### config.mk
export PLATFORM = sky130hd
export DESIGN_NAME = lzpbp_cfg_regs
export DESIGN_NICKNAME = d
export VERILOG_FILES = /design/src/hw/rtl/lzpbp_pkg.sv /design/src/hw/rtl/lzpbp_cfg_regs.sv
export SDC_FILE = /design/constraint.sdc
export NUM_CORES = 1
export LEC_CHECK = 0
export BUFFER_PORTS_ARGS = -buffer_cell sky130_fd_sc_hd__buf_4
export CAP_MARGIN = 40
export CORE_AREA = 2 2 39 41
export CTS_BUF_LIST = sky130_fd_sc_hd__clkbuf_8
export DETAILED_ROUTE_END_ITERATION = 16
export DIE_AREA = 0 0 41 43
export PLACE_DENSITY_LB_ADDON = 0.3
export SLEW_MARGIN = 25
export SYNTH_ARGS = -nofsm -noshare
export SYNTH_HDL_FRONTEND = slang
export SYNTH_SLANG_ARGS = --single-unit
### constraint.sdc
create_clock -name clk -period 1.3 [get_ports clk]
set_input_delay 0.065 -clock clk [delete_from_list [all_inputs] [get_ports clk]]
set_output_delay 0.065 -clock clk [all_outputs]
set_load 0.05 [all_outputs]
### src/hw/rtl/lzpbp_pkg.sv
`default_nettype none
// ----------------------------------------------------------------------------
// lzpbp_pkg
// Shared constants and types for the predictor byte codec.
// ----------------------------------------------------------------------------
package lzpbp_pkg;

  localparam int LZPBP_TABLE_BITS = 16;
  localparam int LZPBP_MIN_BITS   = 8;
  localparam int LZPBP_SHIFT      = 5;

  localparam int CFG_DATA_W = 5;

  localparam logic [CFG_DATA_W-1:0] TABLE_BITS_RESET = 5'd16;

  typedef enum logic [0:0] {
    REG_MODE       = 1'b0,
    REG_TABLE_BITS = 1'b1
  } cfg_idx_t;

  typedef enum logic {
    MODE_COMPRESS   = 1'b0,
    MODE_DECOMPRESS = 1'b1
  } mode_t;

  typedef struct packed {
    mode_t                 mode;
    logic [CFG_DATA_W-1:0] bits;
  } cfg_t;

endpackage
`default_nettype wire

### src/hw/rtl/lzpbp_cfg_regs.sv
`default_nettype none
// ----------------------------------------------------------------------------
// lzpbp_cfg_regs
// Mode and table-bits registers; table bits saturated for use.
// ----------------------------------------------------------------------------
module lzpbp_cfg_regs
  import lzpbp_pkg::*;
#(
  parameter int TABLE_BITS = LZPBP_TABLE_BITS
) (
  input  wire logic                  clk,
  input  wire logic                  rst,
  input  wire logic                  cfg_valid,
  output logic                       cfg_ready,
  input  wire logic [0:0]            cfg_index,
  input  wire logic [CFG_DATA_W-1:0] cfg_data,
  output cfg_t                       cfg
);

  mode_t                 mode;
  logic [CFG_DATA_W-1:0] table_bits;

  assign cfg_ready = 1'b1;

  always_ff @(posedge clk) begin
    if (rst) begin
      mode       <= MODE_COMPRESS;
      table_bits <= TABLE_BITS_RESET;
    end else if (cfg_valid) begin
      case (cfg_idx_t'(cfg_index))
        REG_MODE:       mode <= mode_t'(cfg_data[0]);
        REG_TABLE_BITS: table_bits <= cfg_data;
        default: ;
      endcase
    end
  end

  always_comb begin
    cfg.mode = mode;
    if (table_bits < CFG_DATA_W'(LZPBP_MIN_BITS)) begin
      cfg.bits = CFG_DATA_W'(LZPBP_MIN_BITS);
    end else if (table_bits > CFG_DATA_W'(TABLE_BITS)) begin
      cfg.bits = CFG_DATA_W'(TABLE_BITS);
    end else begin
      cfg.bits = table_bits;
    end
  end

endmodule
`default_nettype wire

==> flow_summary.json <==
{
  "grt_overflow_total": 0,
  "initial_utilization_pct": 24.0,
  "clock_path_buffers": 2,
  "synth-xor-area-share_pct": 0,
  "final_common_cell": "buf_4",
  "vdd_drop_max_mv": 0.377,
  "cts_htree_levels": 1,
  "wl_um": 660,
  "hold_path.class": "in2reg",
  "synth-adder-area-share_pct": 0,
  "synth_fp_nets": 45,
  "crit_fanout": 3,
  "finalPower_uw": 561,
  "setup_viol": 0,
  "fin_skew_ns": 0,
  "drive_above_1_share_pct": 39.6,
  "place_inst": 61,
  "grt_max_degree": 10,
  "post-route-min-period_ns": 1.18,
  "post_drt_wl_per_cell_um": 10.3,
  "synth_area_leaders": "dfxtp_1, a21bo_1, buf_6",
  "area_growth_pct": 37.7,
  "startpoint_type": "flop",
  "muxShareOfSynthArea_pct": 6.04,
  "cts_made_buffers": 3,
  "postCtsResizedCells": 0,
  "antenna_left": 0,
  "p_leak_uw": 0.000218,
  "cts_tree": "built",
  "synth_top_family_by_area": "simple AND/OR/NAND/NOR gates",
  "timing.max_cap.violations": 0,
  "via_per_inst": 4.11,
  "core_area_mm2": 0.00138,
  "yosys.area.top_type": "dfxtp_1",
  "final_nets": 59,
  "rows": 14,
  "worstSkewPairLatency_ns": 0.22,
  "grt_pass1_wl_um": 1100,
  "min_period_over_period_pct": 90.5,
  "layoutNonFillerInstCount": 64,
  "antenna_found_initial": 0,
  "die_area_mm2": 0.00176,
  "max_freq_mhz": 850,
  "gr-usage-all-layers_pct": 9.56,
  "post_cts_buffers": 0,
  "synthCells": 36,
  "via_count": 263,
  "critical_path_required_ns": 1.24,
  "criticalPathCategory": "reg2out",
  "hold_ws_ns": 0.0606,
  "synth_top_area_share_pct": 36.2,
  "grt_pass1_vias": 259,
  "p_per_area_mw_per_mm2": 1230,
  "dpl.hpwl_um": 473,
  "cts_root_buf": "clkbuf_8",
  "status": "complete, no violations",
  "synth_cell_types": 16,
  "hold_viol": 0,
  "ios": 16,
  "tns_ns": 0,
  "seq_area_frac_synth_pct": 36.2,
  "clk_pin_slew_ns": 0.03,
  "rsz0062_at_grt": "false",
  "maxSlewViolCount": 0,
  "syn_area_per_cell_um2": 9.21,
  "drc": 0,
  "io_buffers": 14,
  "clock-sinks": 6,
  "ys_ff_latch": 6,
  "die_w_um": 41,
  "critPathArrivalTime_ns": 1.11,
  "dr.pass1.iters": 2,
  "most-common-layout-cells": "buf_4, dfxtp_1, nand3_1",
  "setup_slack_ns": 0.124,
  "ys_warn_count": 0,
  "cts_hold_buffers": 0,
  "diodes": 0,
  "fp.dieH_um": 43,
  "pre_cts_ws_ns": 0.354,
  "synth-compound-area-share_pct": 15.8,
  "endpoint_kind": "output port",
  "syn-cell-area_um2": 332,
  "yosys.area_share.simple_pct": 26.0,
  "gp_congestion": 0.636,
  "drt_iter0_markers": 2
}
[worst paths after layout]
check / cells after the start / slack [ns] / endpoint / startpoint
worst max-delay path: 3 / 0.12 / cfg[2] / table_bits[3]$_SDFFE_PP0P_
worst min-delay path: 2 / 0.06 / table_bits[1]$_SDFFE_PP0P_ / rst
worst max register to register: 2 / 0.60 / table_bits[2]$_SDFFE_PP0P_ / table_bits[2]$_SDFFE_PP0P_
worst min register to register: 2 / 0.47 / table_bits[0]$_SDFFE_PP0P_ / table_bits[0]$_SDFFE_PP0P_
[synth_stat cells]
cell type,n
a21bo_1,3
a21oi_1,3
and2_1,3
and2_4,1
buf_4,2
buf_6,2
clkbuf_1,1
conb_1,1
dfxtp_1,6
inv_1,2
mux2i_1,2
nand2b_1,3
nand2b_4,1
nand3_1,4
nor2b_1,1
o211ai_1,1
[report_power, final]
group / switching (uW) / internal, uW / leakage, uW / total [uW]
registers: 4.37 / 195 / 0.0000492 / 199
logic: 51.4 / 39.2 / 0.000147 / 90.7
clock network: 73.3 / 198 / 0.0000216 / 272
[cell families after synthesis]
group / count (synthesis)
AOI/OAI and AO/OA: 7
muxes: 2
DFF: 6
and+or+nand+nor: 13
buffers and inverters: 7
other: 1
[sequential cells by signal, indices dropped and copies added, names as in the netlist]
register    count
mode            1
table_bits      5
[stage by stage]
step                cell area (um2)  util (%)
global route                    457      33.0
detailed placement              415      30.0
global placement                415      30.0
floorplan                       332         -
finish                          457      33.0
CTS                             457      33.0
[critical path, cell delays in order, from the launching register on]
cell,delay [ns]
dfxtp_1,0.31
nor2b_1,0.23
and2_1,0.17
buf_4,0.19
[final cells by class]
type                            count  area (um2)
Tap cell                           16        20.0
Inverter                            2        7.51
Multi-Input combinational cell     23         163
Clock buffer                        3        41.3
Timing Repair Buffer               14         105
Sequential cell                     6         120
Fill cell                         153         927
[layer usage]
metal / track usage, % / wire [um] / up-vias
met1: 12.0 / 306 / 114
li1: - / - / 138
met2: 12.2 / 302 / 11
met4: 6.00 / 0 / 0
met5: 0 / 0 / -
met3: 5.24 / 51 / 0
No activity file was read; power rests on OpenSTA's default activity.
