File: src/hw/rtl/lzpbp_pkg.sv
`default_nettype none
// ----------------------------------------------------------------------------
// lzpbp_pkg
// Shared constants and types for the predictor byte codec.
// ----------------------------------------------------------------------------
package lzpbp_pkg;

  localparam int LZPBP_TABLE_BITS = 16;
  localparam int LZPBP_MIN_BITS   = 8;
  localparam int LZPBP_SHIFT      = 5;

  localparam int CFG_DATA_W = 5;

  localparam logic [CFG_DATA_W-1:0] TABLE_BITS_RESET = 5'd16;

  typedef enum logic [0:0] {
    REG_MODE       = 1'b0,
    REG_TABLE_BITS = 1'b1
  } cfg_idx_t;

  typedef enum logic {
    MODE_COMPRESS   = 1'b0,
    MODE_DECOMPRESS = 1'b1
  } mode_t;

  typedef struct packed {
    mode_t                 mode;
    logic [CFG_DATA_W-1:0] bits;
  } cfg_t;

endpackage
`default_nettype wire

File: src/hw/rtl/lzpbp_stage.sv
`default_nettype none
// ----------------------------------------------------------------------------
// lzpbp_stage
// Resolve stage: guess with write forwarding, hit/literal decision,
// table update and next context hash.
// ----------------------------------------------------------------------------
module lzpbp_stage
  import lzpbp_pkg::*;
#(
  parameter int TABLE_BITS = LZPBP_TABLE_BITS
) (
  input  wire logic [TABLE_BITS-1:0] mask,
  input  wire mode_t                 mode,
  input  wire logic [TABLE_BITS-1:0] idx,
  input  wire logic [7:0]            data,
  input  wire logic                  hit_in,
  input  wire logic [7:0]            rdata,
  input  wire logic                  fwd_hit,
  input  wire logic [7:0]            fwd_data,
  output logic                       hit,
  output logic [7:0]                 shown,
  output logic                       valid,
  output logic                       we,
  output logic [TABLE_BITS-1:0]      hash_new
);

  logic [7:0]            guess;
  logic [7:0]            byte_sel;
  logic [TABLE_BITS-1:0] shifted;

  assign guess = fwd_hit ? fwd_data : rdata;

  always_comb begin
    case (mode)
      MODE_COMPRESS: begin
        hit      = (guess == data);
        byte_sel = data;
        valid    = ~hit;
        shown    = hit ? 8'd0 : data;
      end
      MODE_DECOMPRESS: begin
        hit      = hit_in;
        byte_sel = hit_in ? guess : data;
        valid    = 1'b1;
        shown    = byte_sel;
      end
      default: begin
        hit      = 1'b0;
        byte_sel = data;
        valid    = 1'b1;
        shown    = data;
      end
    endcase
  end

  assign we       = ~hit;
  assign shifted  = idx << LZPBP_SHIFT;
  assign hash_new = (shifted + {{(TABLE_BITS-8){1'b0}}, byte_sel}) & mask;

endmodule
`default_nettype wire

File: config.mk
export PLATFORM = sky130hd
export DESIGN_NAME = lzpbp_stage
export DESIGN_NICKNAME = d
export VERILOG_FILES = /design/src/hw/rtl/lzpbp_pkg.sv /design/src/hw/rtl/lzpbp_stage.sv
export SDC_FILE = /design/constraint.sdc
export NUM_CORES = 1
export LEC_CHECK = 0
export ABC_AREA = 1
export BUFFER_PORTS_ARGS = -buffer_cell sky130_fd_sc_hd__buf_2
export CAP_MARGIN = 10
export CORE_MARGIN = 4
export CORE_UTILIZATION = 34
export DETAILED_ROUTE_END_ITERATION = 6
export MAX_ROUTING_LAYER = met4
export PLACE_DENSITY = 0.8
export RECOVER_POWER = 50
export SYNTH_ARGS = -nofsm -noshare
export SYNTH_HDL_FRONTEND = slang
export SYNTH_SLANG_ARGS = --single-unit
File: constraint.sdc
create_clock -name vclk -period 1.91
set_input_delay 0.191 -clock vclk [all_inputs]
set_output_delay 0.191 -clock vclk [all_outputs]
set_load 0.03 [all_outputs]
==> summary.md, run 1 <==
| Metric | Value |
|---|---|
| Status | `complete, but fails checks` |
| Failing checks | `negative setup slack` |
| Min-delay src | `mask[6]` |
| Kind of end point of the critical path | `output pin` |
| Post-synth top area share | `0.257` |
| Count of cell types in the netlist | `21` |
| Die W | `58.4 microns` |
| M1 GR Usage | `0.235` |
| Pwr per Cell Area | `304 mW/mm^2` |
| Total number of vias | `1585` |
| Synth area leader | `nand2_1` |
| GR peak layer | `met2` |
| Post-Syn Area | `862 sq um` |
| Crit path max fanout | `6` |
| Cell with the most instances after synthesis | `nand2_1` |
| Met3 track utilization from global routing | `0.0241` |
| Drt first pass iters | `4` |
| Total power | `0.571 mW` |
| CP max stage delay | `0.40 ns` |
| Gpl congestion | `0.841` |
| Via-to-Cell Ratio | `4.98` |
| Max cap viols | `0` |
| FP Rows | `17` |
| YS warnings | `0` |
| CP Launch Point | `fwd_hit` |
| Bufs and invs on worst path | `4` |
| HP Class | `in2out` |
| Seq Cell Count | `0` |
| Total grt overflow | `0` |
| Worst setup SP type | `input pin` |
| Clk_buf instances | `0` |
| Seq/Total Area, Yosys | `0` |
| Post-Place Cell Area | `0.00152 sq mm` |
| WS Path Type | `in2out` |
| Leakage Power | `1.07 nW` |
| Slew @ Worst Pin | `0.376 ns` |
| Design Area, Final | `0.00188 sq mm` |
| Antenna violations before repair | `0` |
| Placed wire-length estimate | `2720 microns` |
| ANT nets after route | `0` |
| Rel. slew slack | `0.751` |
| Crit-path slowest cell | `fa_2` |
| Final Hold Fails | `0` |
| Main area contributors after synthesis | `nand2_1, nand3_1, inv_1` |
| Sequential cell area | `0 sq um` |
| # hold bufs at CTS | `0` |
| Final setup violation count | `9` |
| Starting Density | `0.372` |
| DP Worst Slack | `-0.473 ns` |
| Largest net degree at the start of global routing | `10` |
| Routed len/inst | `12.8 microns` |
| Delay-heaviest family, CP | `simple AND/OR/NAND/NOR gates` |
| Mapped Nets | `242` |
| DRC | `0` |
| Peak supply drop | `0.238 mV` |
| Initial drt markers | `33` |
| Final non-filler cell total | `318` |
| Die Y | `58.4 microns` |
| Crit path arrival time | `1.95 ns` |
| Layout area overhead | `118%` |
| CP Cell Sequence | `buf_12, inv_8, buf_6, nand2_2, nand2_2, o21ai_4, o21ai_4, fa_2, nand2_4, nand2_4, nand2_4, nor2_4, nand2_2, o21ai_2, a21oi_4, buf_6` |
| # diodes | `0` |
| Final Worst Setup Slack | `-0.234 ns` |
| Vias in the first global route | `1579` |
| IO Port Bufs | `81` |
| Met2 Use GR | `0.451` |
| Fillers | `167` |
| Core ar. | `0.00232 sq mm` |
| GRT Util Overall | `0.226` |
| Required @ worst endpoint | `1.72 ns` |
| Fraction of layout cells with a size suffix above 1 | `0.559` |
| Commonest cells post-synth | `nand2_1, inv_1, nand3_1` |
| Global-route wire length before repair | `6220 microns` |
| Fin crit period | `2.14 ns` |
| DP Cell Count | `304` |
| Slew Viols, Final | `0` |
| Max Clk Rate | `466 MHz` |
| Fin crit share | `1.12` |
| Fin Hold WS | `0.683 ns` |
| Routed WL | `4080 microns` |
| Nets | `355` |
| Unrepaired setup endpoints after global routing | `true` |
| Die area | `0.00341 sq mm` |
| Worst path depth | `16` |
| I/O pin count | `86` |
| Synth Area per Inst | `4.82 sq um` |
| Worst hold stages | `4` |
| Gate Count Post-Synth | `179` |
-- logic make-up after synthesis --
group / Yosys count / share of synthesized area
fa+ha+maj: 4 / 0.0668
simple gates: 104 / 0.549
compound gates: 37 / 0.219
buf+inv: 34 / 0.165
-- what timing repair did --
action,in CTS,in global routing
pin swaps,17,7
setup buffers,12,4
setup endpoints to repair,10,11
gates resized for setup,55,21
-- layer usage --
layer  share of wire  up-vias
met5               0        -
met1            0.35      689
met4           0.037        0
met2            0.52       81
li1                -      798
met3           0.096       17
-- final cells by class --
| class | count | area [sq um] | share of cell area |
|---|---|---|---|
| Tap cell | 28 | 35.0 | 0.0186 |
| Timing Repair Buffer | 114 | 763 | 0.406 |
| Inverter | 31 | 126 | 0.0672 |
| Multi-Input combinational cell | 145 | 956 | 0.508 |
-- power by group --
part | switching [mW] | internal, mW
logic | 0.325 | 0.246
clock network | 0 | 0
registers | 0 | 0
-- through the flow --
step | setup TNS, ns | util
3_3_place_gp | -2.72 | 0.655
4_1_cts | -1.05 | 0.772
2_1_floorplan | -0.966 | -
6_report | -1.23 | 0.811
5_1_grt | -2.14 | 0.811
3_5_place_dp | -3.08 | 0.655
-- worst min-delay path, cell delays in order --
cell	delay, ns
buf_2	0.08
nand2_1	0.04
inv_1	0.06
buf_6	0.12
-- cells in the final DEF, fill, tap and decap left out --
cell type and count:
a21oi_1 6, a21oi_2 7, a21oi_4 1, a31oi_1 1, and2_0 1, and2_1 4, buf_12 1, buf_2 62
buf_4 26, buf_6 19, clkbuf_1 5, clkbuf_2 1, fa_2 1, ha_2 1, ha_4 2, inv_1 27
inv_2 2, inv_4 1, inv_8 1, nand2_1 47, nand2_2 9, nand2_4 8, nand3_1 19, nand3_2 4
nand4_1 2, nor2_1 2, nor2_2 2, nor2_4 5, nor3b_4 1, o211ai_1 1, o21ai_0 11, o21ai_1 2
o21ai_2 6, o21ai_4 2
-- path summary, 6_finish.rpt --
| check | end | slack [ns] |
|---|---|---|
| hold / removal | hash_new[6] | 0.68 |
| setup / recovery | hash_new[15] | -0.23 |
Note: power is estimated with default switching activity, not from simulation.
==> run 2, diff against run 1 <==
GPL_TIMING_DRIVEN = 0   (was default)
==> summary.md, run 2 (synthesized netlist as in run 1, its figures left out) <==
| Metric | Value |
|---|---|
| Status | `complete, but fails checks` |
| CP Cell Sequence | `buf_12, inv_12, nand2_4, nand3_2, o211ai_1, o21ai_1, ha_2, fa_2, nand2_2, nand2_4, nand2_4, nor2_4, nand2_4, o21ai_4, a21oi_4, buf_6` |
| # hold bufs at CTS | `0 (unchanged)` |
| HP Class | `in2out` |
| Post-Place Cell Area | `0.00140 sq mm (-7.7%)` |
| Fraction of layout cells with a size suffix above 1 | `0.582 (+0.0239)` |
| Rel. slew slack | `0.746 (-0.00508)` |
| Seq Cell Count | `0 (unchanged)` |
| Met2 Use GR | `0.421 (-0.0303)` |
| Required @ worst endpoint | `1.72 ns (about the same)` |
| Most used cell, CP | `nand2_4` |
| I/O pin count | `86 (unchanged)` |
| Starting Density | `0.372 (unchanged)` |
| Crit-path slowest cell | `ha_2` |
| Core ar. | `0.00232 sq mm (unchanged)` |
| Met3 track utilization from global routing | `0.0154 (-0.00877)` |
| Crit path max fanout | `6 (unchanged)` |
| Leakage Power | `1.12 nW (+5.2%)` |
| Crit path arrival time | `2.03 ns (+0.08 ns)` |
| Layout area overhead | `135%` |
| Kind of end point of the critical path | `output pin` |
| Worst setup SP type | `input pin` |
| Nets | `362 (+2.0%)` |
| Max Clk Rate | `450 MHz (-3.6%)` |
| Peak supply drop | `0.236 mV (-0.66%)` |
| M1 GR Usage | `0.247 (+0.0118)` |
| Routed WL | `4280 microns (+5.1%)` |
| Min-delay src | `mask[6]` |
| Total grt overflow | `0 (unchanged)` |
| DP Worst Slack | `-0.663 ns (-0.190 ns)` |
| # diodes | `0 (unchanged)` |
| Initial drt markers | `68 (+110%)` |
| Delay-heaviest family, CP | `simple AND/OR/NAND/NOR gates` |
| Final non-filler cell total | `325 (+2.2%)` |
| FP Rows | `17 (unchanged)` |
| DRC | `0 (unchanged)` |
| Pwr per Cell Area | `302 mW/mm^2 (-0.43%)` |
| Vias in the first global route | `1572 (-0.44%)` |
| Final Hold Fails | `0 (unchanged)` |
| Fillers | `148 (-11%)` |
| Gpl congestion | `0.839 (-0.15%)` |
| Design Area, Final | `0.00202 sq mm (+7.7%)` |
| Die Y | `58.4 microns (unchanged)` |
| Global-route wire length before repair | `6160 microns (-0.88%)` |
| Fin Setup TNS | `-1.75 ns (-0.516 ns)` |
| Via-to-Cell Ratio | `4.99 (+0.13%)` |
| Total number of vias | `1622 (+2.3%)` |
| CP max stage delay | `0.23 ns (-0.17 ns)` |
| Drt first pass iters | `4 (unchanged)` |
| Clk_buf instances | `0 (unchanged)` |
| Bufs and invs on worst path | `3 (-1)` |
| Leading cell type in the layout, fill and taps excluded | `buf_2` |
| Sequential cell area | `0 sq um (unchanged)` |
| Die area | `0.00341 sq mm (unchanged)` |
| ANT nets after route | `0 (unchanged)` |
| IO Port Bufs | `80 (-1.2%)` |
| Final Worst Setup Slack | `-0.313 ns (-0.0792 ns)` |
| Slew @ Worst Pin | `0.380 ns (+0.00461 ns)` |
| Max cap viols | `0 (unchanged)` |
| CP Launch Point | `fwd_hit` |
| DP Cell Count | `287 (-5.6%)` |
| Final setup violation count | `9 (unchanged)` |
| Fin crit period | `2.22 ns (+0.0792 ns)` |
| Slew Viols, Final | `0 (unchanged)` |
| Fin crit share | `1.16 (+0.0415)` |
| Unrepaired setup endpoints after global routing | `true` |
| Placed wire-length estimate | `2490 microns (-8.6%)` |
| Failing checks | `negative setup slack` |
| Most frequent cells in the layout | `buf_2, nand2_1, buf_4` |
| Antenna violations before repair | `0 (unchanged)` |
| Routed len/inst | `13.2 microns (+2.8%)` |
| Die W | `58.4 microns (unchanged)` |
| Largest net degree at the start of global routing | `10 (unchanged)` |
| WS Path Type | `in2out` |
| GR peak layer | `met2` |
| GRT Util Overall | `0.221 (-0.00559)` |
[run 2: cell count changes in the layout (fill, tap and decap cells not counted), sizes merged]
cell and change:
clkinvlp +1, inv -1, buf +8, clkbuf -1
[run 2: per-stage QoR]
step	hold WS [ns]	utilization	total power, mW
after floorplan	0.478	-	0.273
after global placement	0.706	0.604	0.401
after detailed placement	0.707	0.604	0.406
after CTS	0.683	0.788	0.532
after global routing	0.714	0.873	0.661
final	0.685	0.873	0.612
[run 2: timing repair]
item / in CTS / in global routing
buffers inserted: 29 / 16
endpoints found under the setup margin: 10 / 12
gates resized for setup: 58 / 36
pin swaps: 10 / 14
hold endpoints to repair: 0 / 0
[run 2: area by class of cell]
type	instances	area, sq um	share of cell area
tap	28	35.0	0.0173
multi-input combinational	145	1000	0.494
buffer	2	33.8	0.0167
timing repair buffer	119	823	0.407
inverter	31	133	0.0655
[run 2: path summary, 6_finish.rpt]
kind | slack, ns | cells past startpoint | to
setup / recovery | -0.31 | 16 | hash_new[15]
hold / removal | 0.68 | 4 | hash_new[6]
[run 2: routing by layer]
| layer | vias to the layer above | wire (microns) |
|---|---|---|
| met3 | 4 | 343 |
| met1 | 725 | 1570 |
| li1 | 812 | - |
| met2 | 81 | 2330 |
| met4 | 0 | 29 |
| met5 | - | 0 |
[run 2: power breakdown]
| part | leakage (nW) | switching (mW) | internal (mW) |
|---|---|---|---|
| combinational | 1.12 | 0.338 | 0.274 |
| sequential | 0 | 0 | 0 |
| clock | 0 | 0 | 0 |
==> run 3, diff against run 2 <==
PLACE_DENSITY = 0.84   (was 0.8)
==> summary.md, run 3 (synthesized netlist as in run 1, its figures left out) <==
| Metric | Value |
|---|---|
| Status | `complete, but fails checks` |
| Failing checks | `negative setup slack` |
| Pwr per Cell Area | `321 mW/mm^2 (+6.3%)` |
| CP Launch Point | `fwd_hit` |
| FP Rows | `17 (unchanged)` |
| Largest net degree at the start of global routing | `10 (unchanged)` |
| Via-to-Cell Ratio | `5.53 (+11%)` |
| P_int | `0.270 mW (-1.5%)` |
| Comb pwr share | `1.000 (about the same)` |
| Final non-filler cell total | `318 (-2.2%)` |
| Drt first pass iters | `4 (unchanged)` |
| HP Class | `in2out` |
| ANT nets after route | `0 (unchanged)` |
| Switching share of total power | `0.575 (+0.0232)` |
| I/O pin count | `86 (unchanged)` |
| Clock Power Share | `0 (unchanged)` |
| Final setup violation count | `11 (+2)` |
| Core ar. | `0.00232 sq mm (unchanged)` |
| Starting Density | `0.372 (unchanged)` |
| Total grt overflow | `0 (unchanged)` |
| Die Y | `58.4 microns (unchanged)` |
| Worst hold path endpoint | `hash_new[6]` |
| Crit path max fanout | `6 (unchanged)` |
| Most used cell, CP | `nand2_4` |
| Seq Cell Count | `0 (unchanged)` |
| Max Clk Rate | `434 MHz (-3.5%)` |
| Vias in the first global route | `1587 (+0.95%)` |
| Gpl congestion | `0.830 (-1.1%)` |
| # diodes | `0 (unchanged)` |
| Die W | `58.4 microns (unchanged)` |
| Final Worst Setup Slack | `-0.395 ns (-0.0816 ns)` |
| Worst setup SP type | `input pin` |
| Sequential cell area | `0 sq um (unchanged)` |
| Peak supply drop | `0.265 mV (+12%)` |
| Routed len/inst | `17.0 microns (+29%)` |
| Leading cell type in the layout, fill and taps excluded | `buf_2` |
| Util after Layout | `0.854 (-0.0194)` |
| P_sw | `0.365 mW (+8.3%)` |
| DRC | `0 (unchanged)` |
| Leakage Power | `1.10 nW (-2.2%)` |
| CP max stage delay | `0.33 ns (+0.10 ns)` |
| Reg power frac | `0 (unchanged)` |
| Crit-path slowest cell | `ha_4` |
| Fin crit share | `1.21 (+0.0427)` |
| Fraction of layout cells with a size suffix above 1 | `0.590 (+0.00716)` |
| Delay-heaviest family, CP | `simple AND/OR/NAND/NOR gates` |
| DP Cell Count | `287 (unchanged)` |
| Max cap viols | `0 (unchanged)` |
| Nets | `355 (-1.9%)` |
| Most frequent cells in the layout | `buf_2, nand2_1, inv_1` |
| Clk_buf instances | `0 (unchanged)` |
| CP Cell Sequence | `buf_12, inv_12, buf_4, nand2_1, nand2_2, o21ai_2, o21ai_2, ha_4, nand2_4, nand2_4, nand2_4, nor2_2, a21oi_2, nor3b_4, buf_6` |
| Initial drt markers | `98 (+44%)` |
| Placed wire-length estimate | `2490 microns (about the same)` |
| Die area | `0.00341 sq mm (unchanged)` |
| Min-delay src | `mask[6]` |
| Antenna violations before repair | `0 (unchanged)` |
| Slew Viols, Final | `0 (unchanged)` |
| GRT Util Overall | `0.220 (-0.000932)` |
| Layout area overhead | `130%` |
| Unrepaired setup endpoints after global routing | `true` |
| Rel. slew slack | `0.755 (+0.00964)` |
| Routed WL | `5400 microns (+26%)` |
| Total number of vias | `1759 (+8.4%)` |
| Fillers | `123 (-17%)` |
| Bufs and invs on worst path | `4 (+1)` |
| Crit path arrival time | `2.11 ns (+0.08 ns)` |
| Worst hold stages | `4 (unchanged)` |
| Slew @ Worst Pin | `0.369 ns (-0.0115 ns)` |
| Final Hold Fails | `0 (unchanged)` |
| Required @ worst endpoint | `1.72 ns (about the same)` |
| WS Path Type | `in2out` |
| Fin crit period | `2.30 ns (+0.0816 ns)` |
| Global-route wire length before repair | `6090 microns (-1.1%)` |
| Kind of end point of the critical path | `output pin` |
| DP Worst Slack | `-0.618 ns (+0.0446 ns)` |
| IO Port Bufs | `80 (unchanged)` |
## run 3: worst max-delay path by stage
stage	end	slack, ns	cells after the start
floorplan	hash_new[15]	-0.23	15
global placement	hash_new[15]	-0.62	14
detailed placement	hash_new[15]	-0.62	14
CTS	hash_new[15]	-0.20	16
global route	hash_new[13]	-0.49	15
finish	hash_new[13]	-0.39	15
## run 3: cell type report
| cell class | instances | area (sq um) | share of cell area |
|---|---|---|---|
| Buffer | 3 | 47.5 | 0.0240 |
| Inverter | 31 | 129 | 0.0651 |
| Multi-Input combinational cell | 145 | 1020 | 0.517 |
| Tap cell | 28 | 35.0 | 0.0177 |
| Timing Repair Buffer | 111 | 744 | 0.376 |
## run 3: metal layers
metal	routed length, microns	up-vias	global-route usage
li1	-	804	-
met5	0	-	-
met1	1820	787	0.201
met3	489	32	0.0263
met2	2820	136	0.472
met4	263	0	0.0364
## run 3: through the flow
step	instance area [sq um]	hold WS, ns	setup TNS (ns)	total power [mW]
after floorplan	966	0.478	-0.966	0.273
after global placement	1400	0.706	-3.69	0.399
after detailed placement	1400	0.710	-3.85	0.405
after CTS	1730	0.692	-0.948	0.507
after global routing	1980	0.678	-3.73	0.671
final	1980	0.674	-3.01	0.636
## run 3: power groups by stage
stage,Sequential [mW],Clock (mW),Combinational [mW]
final,0,0,0.636
after global routing,0,0,0.671
after CTS,0,0,0.507
after detailed placement,0,0,0.405
after global placement,0,0,0.399
after floorplan,0,0,0.273
## run 3: what timing repair did
action                     4_1_cts  5_1_grt
setup endpoints to repair       10       11
pin swaps                       19       13
hold buffers                     0        0
resized for setup               53       39
setup buffers                   20       13
